**config.mk**
```make
export PLATFORM = sky130hd
export DESIGN_NAME = text_tokenizer_detokenizer_top
export DESIGN_NICKNAME = d
export VERILOG_FILES = /design/src/hdl/ttd_pkg.sv /design/src/hdl/text_tokenizer_detokenizer_top.sv /design/src/hdl/ttd_front.sv /design/src/hdl/ttd_queue.sv /design/src/hdl/ttd_back.sv
export SDC_FILE = /design/constraint.sdc
export NUM_CORES = 1
export LEC_CHECK = 0
export ABC_AREA = 1
export BUFFER_PORTS_ARGS = -buffer_cell sky130_fd_sc_hd__buf_2
export CORE_UTILIZATION = 53
export DETAILED_ROUTE_END_ITERATION = 8
export PLACE_DENSITY_LB_ADDON = 0.08
export SYNTH_ARGS = -nofsm -noshare
export SYNTH_HDL_FRONTEND = slang
export SYNTH_SLANG_ARGS = --single-unit
```
**constraint.sdc**
```tcl
create_clock -name clk -period 2.3 [get_ports clk]
set_input_delay 0.46 -clock clk [delete_from_list [all_inputs] [get_ports clk]]
set_output_delay 0.46 -clock clk [all_outputs]
set_load 0.005 [all_outputs]
```
**src/hdl/ttd_pkg.sv**
```systemverilog
`default_nettype none
package ttd_pkg;

  localparam int unsigned MAX_TOKEN_LEN_DEF = 15;
  localparam int unsigned QUEUE_DEPTH       = 2;
  localparam int unsigned MAX_RESULTS       = 3;

  localparam logic [7:0] NL = 8'h0A;

  localparam logic CFG_DIRECTION = 1'b0;
  localparam logic CFG_WORD_MODE = 1'b1;

  localparam logic DIR_TOKENIZE   = 1'b0;
  localparam logic DIR_DETOKENIZE = 1'b1;

  typedef struct packed {
    logic [1:0]                   cnt;
    logic [MAX_RESULTS-1:0][7:0]  bytes;
  } job_t;

  function automatic logic is_letter(input logic [7:0] b);
    is_letter = (b >= 8'h41 && b <= 8'h5A) || (b >= 8'h61 && b <= 8'h7A);
  endfunction

endpackage
`default_nettype wire

```
**src/hdl/text_tokenizer_detokenizer_top.sv**
```systemverilog
// Byte-stream tokenizer / detokenizer. Each input word is one byte or an
// end-of-stream marker; it produces zero to three output bytes, the last one
// flagged by out_last_of_run. The front end classifies each word and updates
// the word-length and line-phase state in the cycle it is accepted, so it
// takes one input word per cycle while the two-entry job queue has room.
// The back end sends one output byte per cycle while out_ready is high, so
// the sustained rate is set by the output side and by how many bytes each
// input word emits (at most three); words that emit nothing only need to
// be accepted. Registers: index 0 direction (0 tokenize,
// 1 detokenize), index 1 word mode; write them only while the block is idle.
`default_nettype none
module text_tokenizer_detokenizer_top #(
  parameter int unsigned MAX_TOKEN_LEN = ttd_pkg::MAX_TOKEN_LEN_DEF
) (
  input  wire logic         clk,
  input  wire logic         rst_n,
  input  wire logic         cfg_we,
  input  wire logic         cfg_index,
  input  wire logic         cfg_wdata,
  input  wire logic         in_valid,
  output logic              in_ready,
  input  wire logic [7:0]   in_byte,
  input  wire logic         in_end_marker,
  output logic              out_valid,
  input  wire logic         out_ready,
  output logic [7:0]        out_byte,
  output logic              out_last_of_run
);
  import ttd_pkg::*;

  logic q_full, q_push, q_pop, q_empty;
  job_t push_job, head_job;

  ttd_front #(
    .MAX_TOKEN_LEN(MAX_TOKEN_LEN)
  ) u_front (
    .clk           (clk),
    .rst_n         (rst_n),
    .cfg_we        (cfg_we),
    .cfg_index     (cfg_index),
    .cfg_wdata     (cfg_wdata),
    .in_valid      (in_valid),
    .in_ready      (in_ready),
    .in_byte       (in_byte),
    .in_end_marker (in_end_marker),
    .q_full        (q_full),
    .q_push        (q_push),
    .q_job         (push_job)
  );

  ttd_queue u_queue (
    .clk      (clk),
    .rst_n    (rst_n),
    .push     (q_push),
    .push_job (push_job),
    .full     (q_full),
    .pop      (q_pop),
    .empty    (q_empty),
    .head_job (head_job)
  );

  ttd_back u_back (
    .clk             (clk),
    .rst_n           (rst_n),
    .q_empty         (q_empty),
    .q_head          (head_job),
    .q_pop           (q_pop),
    .out_valid       (out_valid),
    .out_ready       (out_ready),
    .out_byte        (out_byte),
    .out_last_of_run (out_last_of_run)
  );

endmodule
`default_nettype wire

```
**src/hdl/ttd_front.sv**
```systemverilog
`default_nettype none
module ttd_front #(
  parameter int unsigned MAX_TOKEN_LEN = ttd_pkg::MAX_TOKEN_LEN_DEF
) (
  input  wire logic         clk,
  input  wire logic         rst_n,
  input  wire logic         cfg_we,
  input  wire logic         cfg_index,
  input  wire logic         cfg_wdata,
  input  wire logic         in_valid,
  output logic              in_ready,
  input  wire logic [7:0]   in_byte,
  input  wire logic         in_end_marker,
  input  wire logic         q_full,
  output logic              q_push,
  output ttd_pkg::job_t     q_job
);
  import ttd_pkg::*;

  localparam int unsigned WL_W = $clog2(MAX_TOKEN_LEN + 1);
  localparam logic [WL_W-1:0] WL_MAX = WL_W'(MAX_TOKEN_LEN);

  typedef enum logic [1:0] {
    PH_LINE_START = 2'd0,
    PH_IN_LINE    = 2'd1,
    PH_ESCAPE     = 2'd2,
    PH_DROP       = 2'd3
  } phase_t;

  logic            direction_r;
  logic            word_mode_r;
  logic [WL_W-1:0] word_len_r, word_len_nxt;
  phase_t          phase_r, phase_nxt;
  job_t            job;
  logic            accept;

  assign in_ready = !q_full;
  assign accept   = in_valid && in_ready;
  assign q_push   = accept && (job.cnt != 2'd0);
  assign q_job    = job;

  always_comb begin
    job          = '0;
    word_len_nxt = word_len_r;
    phase_nxt    = phase_r;
    if (in_end_marker) begin
      if (direction_r == DIR_TOKENIZE && word_len_r != '0) begin
        job.cnt      = 2'd1;
        job.bytes[0] = NL;
      end
      word_len_nxt = '0;
      phase_nxt    = PH_LINE_START;
    end else if (direction_r == DIR_TOKENIZE) begin
      if (!word_mode_r) begin
        job.cnt      = 2'd2;
        job.bytes[0] = in_byte;
        job.bytes[1] = NL;
      end else if (is_letter(in_byte)) begin
        if (word_len_r >= WL_MAX) begin
          job.cnt      = 2'd2;
          job.bytes[0] = NL;
          job.bytes[1] = in_byte;
          word_len_nxt = WL_W'(1);
        end else begin
          job.cnt      = 2'd1;
          job.bytes[0] = in_byte;
          word_len_nxt = word_len_r + WL_W'(1);
        end
      end else begin
        if (word_len_r != '0) begin
          job.cnt      = 2'd3;
          job.bytes[0] = NL;
          job.bytes[1] = in_byte;
          job.bytes[2] = NL;
        end else begin
          job.cnt      = 2'd2;
          job.bytes[0] = in_byte;
          job.bytes[1] = NL;
        end
        word_len_nxt = '0;
      end
    end else begin
      job.bytes[0] = in_byte;
      case (phase_r)
        PH_LINE_START: begin
          if (in_byte == NL) begin
            phase_nxt = PH_ESCAPE;
          end else begin
            job.cnt   = 2'd1;
            phase_nxt = word_mode_r ? PH_IN_LINE : PH_DROP;
          end
        end
        PH_IN_LINE: begin
          if (in_byte == NL) begin
            phase_nxt = PH_LINE_START;
          end else begin
            job.cnt = 2'd1;
          end
        end
        PH_ESCAPE: begin
          job.cnt   = 2'd1;
          phase_nxt = (in_byte == NL) ? PH_LINE_START : PH_DROP;
        end
        default: begin
          if (in_byte == NL) begin
            phase_nxt = PH_LINE_START;
          end
        end
      endcase
    end
  end

  always_ff @(posedge clk) begin
    if (!rst_n) begin
      direction_r <= DIR_TOKENIZE;
      word_mode_r <= 1'b1;
      word_len_r  <= '0;
      phase_r     <= PH_LINE_START;
    end else begin
      if (cfg_we) begin
        case (cfg_index)
          CFG_DIRECTION: direction_r <= cfg_wdata;
          CFG_WORD_MODE: word_mode_r <= cfg_wdata;
          default: ;
        endcase
      end
      if (accept) begin
        word_len_r <= word_len_nxt;
        phase_r    <= phase_nxt;
      end
    end
  end

endmodule
`default_nettype wire

```
**src/hdl/ttd_queue.sv**
```systemverilog
`default_nettype none
module ttd_queue (
  input  wire logic           clk,
  input  wire logic           rst_n,
  input  wire logic           push,
  input  ttd_pkg::job_t       push_job,
  output logic                full,
  input  wire logic           pop,
  output logic                empty,
  output ttd_pkg::job_t       head_job
);
  import ttd_pkg::*;

  localparam int unsigned PTR_W = (QUEUE_DEPTH > 1) ? $clog2(QUEUE_DEPTH) : 1;
  localparam int unsigned CNT_W = $clog2(QUEUE_DEPTH + 1);

  job_t             slots_r [QUEUE_DEPTH];
  logic [PTR_W-1:0] wr_ptr_r, rd_ptr_r;
  logic [CNT_W-1:0] count_r;
  logic             do_push, do_pop;

  assign full     = (count_r == CNT_W'(QUEUE_DEPTH));
  assign empty    = (count_r == '0);
  assign head_job = slots_r[rd_ptr_r];
  assign do_push  = push && !full;
  assign do_pop   = pop && !empty;

  always_ff @(posedge clk) begin
    if (do_push) begin
      slots_r[wr_ptr_r] <= push_job;
    end
  end

  always_ff @(posedge clk) begin
    if (!rst_n) begin
      wr_ptr_r <= '0;
      rd_ptr_r <= '0;
      count_r  <= '0;
    end else begin
      if (do_push) begin
        wr_ptr_r <= (wr_ptr_r == PTR_W'(QUEUE_DEPTH - 1)) ? '0 : wr_ptr_r + PTR_W'(1);
      end
      if (do_pop) begin
        rd_ptr_r <= (rd_ptr_r == PTR_W'(QUEUE_DEPTH - 1)) ? '0 : rd_ptr_r + PTR_W'(1);
      end
      case ({do_push, do_pop})
        2'b10:   count_r <= count_r + CNT_W'(1);
        2'b01:   count_r <= count_r - CNT_W'(1);
        default: ;
      endcase
    end
  end

endmodule
`default_nettype wire

```
**src/hdl/ttd_back.sv**
```systemverilog
`default_nettype none
module ttd_back (
  input  wire logic           clk,
  input  wire logic           rst_n,
  input  wire logic           q_empty,
  input  ttd_pkg::job_t       q_head,
  output logic                q_pop,
  output logic                out_valid,
  input  wire logic           out_ready,
  output logic [7:0]          out_byte,
  output logic                out_last_of_run
);
  import ttd_pkg::*;

  job_t       cur_r;
  logic       cur_valid_r;
  logic [1:0] idx_r;
  logic       last;

  assign last            = (idx_r == cur_r.cnt - 2'd1);
  assign out_valid       = cur_valid_r;
  assign out_byte        = cur_r.bytes[idx_r];
  assign out_last_of_run = last;
  assign q_pop           = !q_empty && (!cur_valid_r || (out_ready && last));

  always_ff @(posedge clk) begin
    if (q_pop) begin
      cur_r <= q_head;
    end
  end

  always_ff @(posedge clk) begin
    if (!rst_n) begin
      cur_valid_r <= 1'b0;
      idx_r       <= '0;
    end else begin
      if (q_pop) begin
        cur_valid_r <= 1'b1;
        idx_r       <= '0;
      end else if (cur_valid_r && out_ready) begin
        if (last) begin
          cur_valid_r <= 1'b0;
          idx_r       <= '0;
        end else begin
          idx_r <= idx_r + 2'd1;
        end
      end
    end
  end

endmodule
`default_nettype wire
```
==> flow_summary.ini <==
[worst_setup_path]
cp.arrival_ns = 2.22
startpoint_type = flip-flop
slowest_delay_ns = 0.37
reg2reg_slack_ns = 0.31
required_ns = 2.52
crit_slowest_cell = dfxtp_1
cp_max_fo = 4
crit_family = adder cells
crit_buf_inv = 1
path_cells = inv_1, ha_1, nand2_1, nand3_1, nand3_1, nand2_1, ha_1, a21oi_1, o21ai_0, o21ai_0, a21oi_1
critPathKind = reg -> reg
end_kind = flip-flop

[global_route]
grt_pass1_vias = 1898
grt_max_degree = 22
grt_pass1_wl_um = 8740
grt-ovfl-total = 0
grt_use_total = 0.185
antenna_found_initial = 0

[timing]
fmax_ghz = 0.501
rsz0062_at_grt = no
fin_crit_sh = 0.867
finalHoldViolCount = 0
finalClockSkew_ns = 0.00893
final.setup.tns_ns = 0
slew_headroom = 0.807
period_needed_ns = 1.99
tightest_slew_ns = 0.290
setup-violations-final = 0
finalMaxSlewViolations = 0

[routing]
top_layer = met4
wl_met2_um = 2340
ant_nets = 0
drt_iter0_markers = 86
drt-met1-wl_um = 2770
drtPass1Iterations = 4
viasPerCell = 4.90
routed_wl_um = 5320
drc = 0
wire_per_inst_um = 12.8
wl_met3_um = 134
vias = 2044

[placement]
gp_congestion = 0.864
io_buffers = 26
post_dp_cell_area_um2 = 3490
dp_hpwl_um = 3830

[floorplan]
ios = 27
die_x_um = 80.3
die_h_um = 80.3
rows = 28
initial_core_util = 0.549
dieArea_um2 = 6450
core_um2 = 5920

[power_and_ir_drop]
ir_drop_mv = 0.643
pwr_density_cell_nw_per_um2 = 1010
power_mw = 3.76
p_leak_nw = 1.49

[cells_and_area]
final_cell_mix = 57 x edfxtp_1, 54 x nand2_1, 38 x nor2_1, 30 x inv_1, 26 x buf_2
final_area_um2 = 3710
drive_above_1_share = 0.251
antenna_cells = 0
nFillCells = 505
mostFrequentLayoutCell = edfxtp_1
final_nets = 356
area_growth_pct = 14.1

[synthesis]
seq_area_frac_synth = 0.619
synth_top_area_frac = 0.527
synth_fp_nets = 319
synth_cell_type_count = 34
yosysTopAreaCell = edfxtp_1
syn_area_per_cell_um2 = 10.8
ys_top_cells_by_area = edfxtp_1 53%, dfxtp_1 9.2%, mux2_2 6.6%
synth-seq-cells = 72
syn_inst = 300
netlist_area_um2 = 3250
synth_warnings = 0

[clock_tree]
post_cts_resize_count = 0
root_buffer = clkbuf_8
insertion_delay_ns = 0.34
clock_sinks = 72
cts_setup_buffers = 0
cts_max_level = 3
cts_buffer_depth = 2
ctsHoldBuffers = 0
clk_pin_slew_ns = 0.07
numCtsBuffers = 9
cts_tree = done

[status]
status = finished clean

[min_path]
hold_class = in -> reg

[flow_run]
max_cap_viol_count = 0
==> cells in the mapped netlist <==
cell,count
edfxtp_1,57
nand2_1,54
nor2_1,38
inv_1,30
mux2_2,19
o21ai_0,19
dfxtp_1,15
a21oi_1,13
nand3_1,11
inv_2,4
nand2_4,4
ha_1,3
nand2_2,3
nor2_2,3
nor3_1,3
o21bai_1,3
buf_6,2
clkbuf_1,2
o211ai_1,2
a311o_1,1
buf_2,1
clkinv_4,1
inv_4,1
nand3_2,1
nand4_1,1
nor2_4,1
nor2_8,1
nor3_2,1
o21a_1,1
o21ai_2,1
or2_0,1
or2_1,1
xnor2_1,1
xor2_1,1
==> through the flow <==
step | worst slack [ns] | cells | util | hold slack [ns]
after floorplan | 0.0551 | 300 | - | 0.458
after global placement | 0.213 | 401 | 0.589 | 0.471
after CTS | 0.305 | 417 | 0.627 | 0.364
final | 0.305 | 417 | 0.627 | 0.381
after detailed placement | 0.179 | 401 | 0.589 | 0.481
after global routing | 0.0401 | 417 | 0.627 | 0.375
==> layout make-up <==
| type | instances | area [um^2] | area share |
|---|---|---|---|
| clock buffers | 9 | 124 | 0.0334 |
| inverters | 36 | 143 | 0.0384 |
| flip-flops and latches | 72 | 2010 | 0.542 |
| well taps | 75 | 93.8 | 0.0253 |
| multi-input cells | 187 | 1060 | 0.286 |
| clock inverters | 7 | 96.3 | 0.0260 |
| repair buffers | 31 | 180 | 0.0486 |
==> metal layers <==
layer,global-route usage,vias up
met5,0,-
met4,0.111,0
met3,0.0341,6
met2,0.268,30
met1,0.260,922
li1,-,1086
==> cells by family (layout without fill, tap and decap cells) <==
logic type,count (synthesis),count (layout),synth area share
buffers and inverters,41,83,0.0547
AND/OR/NAND/NOR,123,123,0.175
flip-flops,72,72,0.619
XOR/XNOR,2,2,0.00539
multiplexers,19,19,0.0658
AO/OA/AOI/OAI,40,40,0.0689
adder cells (fa/ha/maj),3,3,0.0115
==> power by group <==
part           leakage (nW)  internal (mW)  switching [mW]  total (mW)
registers             0.659           1.71          0.0693        1.78
logic                 0.724          0.368           0.529       0.897
clock network         0.103          0.610           0.475        1.08
total                  1.49           2.69            1.07        3.76
==> state kept, by name, summed over array words and instances (netlist names) <==
register	count
u_front.word_mode_r	1
u_back.idx_r	2
u_front.phase_r	2
u_queue.count_r	2
u_queue.rd_ptr_r	1
u_back.cur_r	19
u_front.word_len_r	4
u_queue.slots_r	38
u_back.out_valid	1
u_queue.wr_ptr_r	1
u_front.direction_r	1
==> path summary, 6_finish.rpt <==
kind / endpoint / cells after the start / from
setup / recovery: u_queue.count_r[1]$_SDFFE_PN0P_ / 11 / u_front.word_len_r[0]$_SDFFE_PN0P_
hold / removal: u_front.word_mode_r$_SDFFE_PN1P_ / 2 / cfg_wdata
setup reg to reg: u_queue.count_r[1]$_SDFFE_PN0P_ / 11 / u_front.word_len_r[0]$_SDFFE_PN0P_
hold reg to reg: u_front.word_len_r[3]$_SDFFE_PN0P_ / 2 / u_front.word_len_r[3]$_SDFFE_PN0P_
==> worst reg2reg max path, delay by kind of cell (launching register included) <==
kind                     cells  cell delay (ns)
adder cells (fa/ha/maj)      2             0.51
buffers and inverters        1             0.07
AND/OR/NAND/NOR              4             0.50
AO/OA/AOI/OAI                4             0.43
flip-flops                   1             0.37
Note: power is estimated with default switching activity, not from simulation.
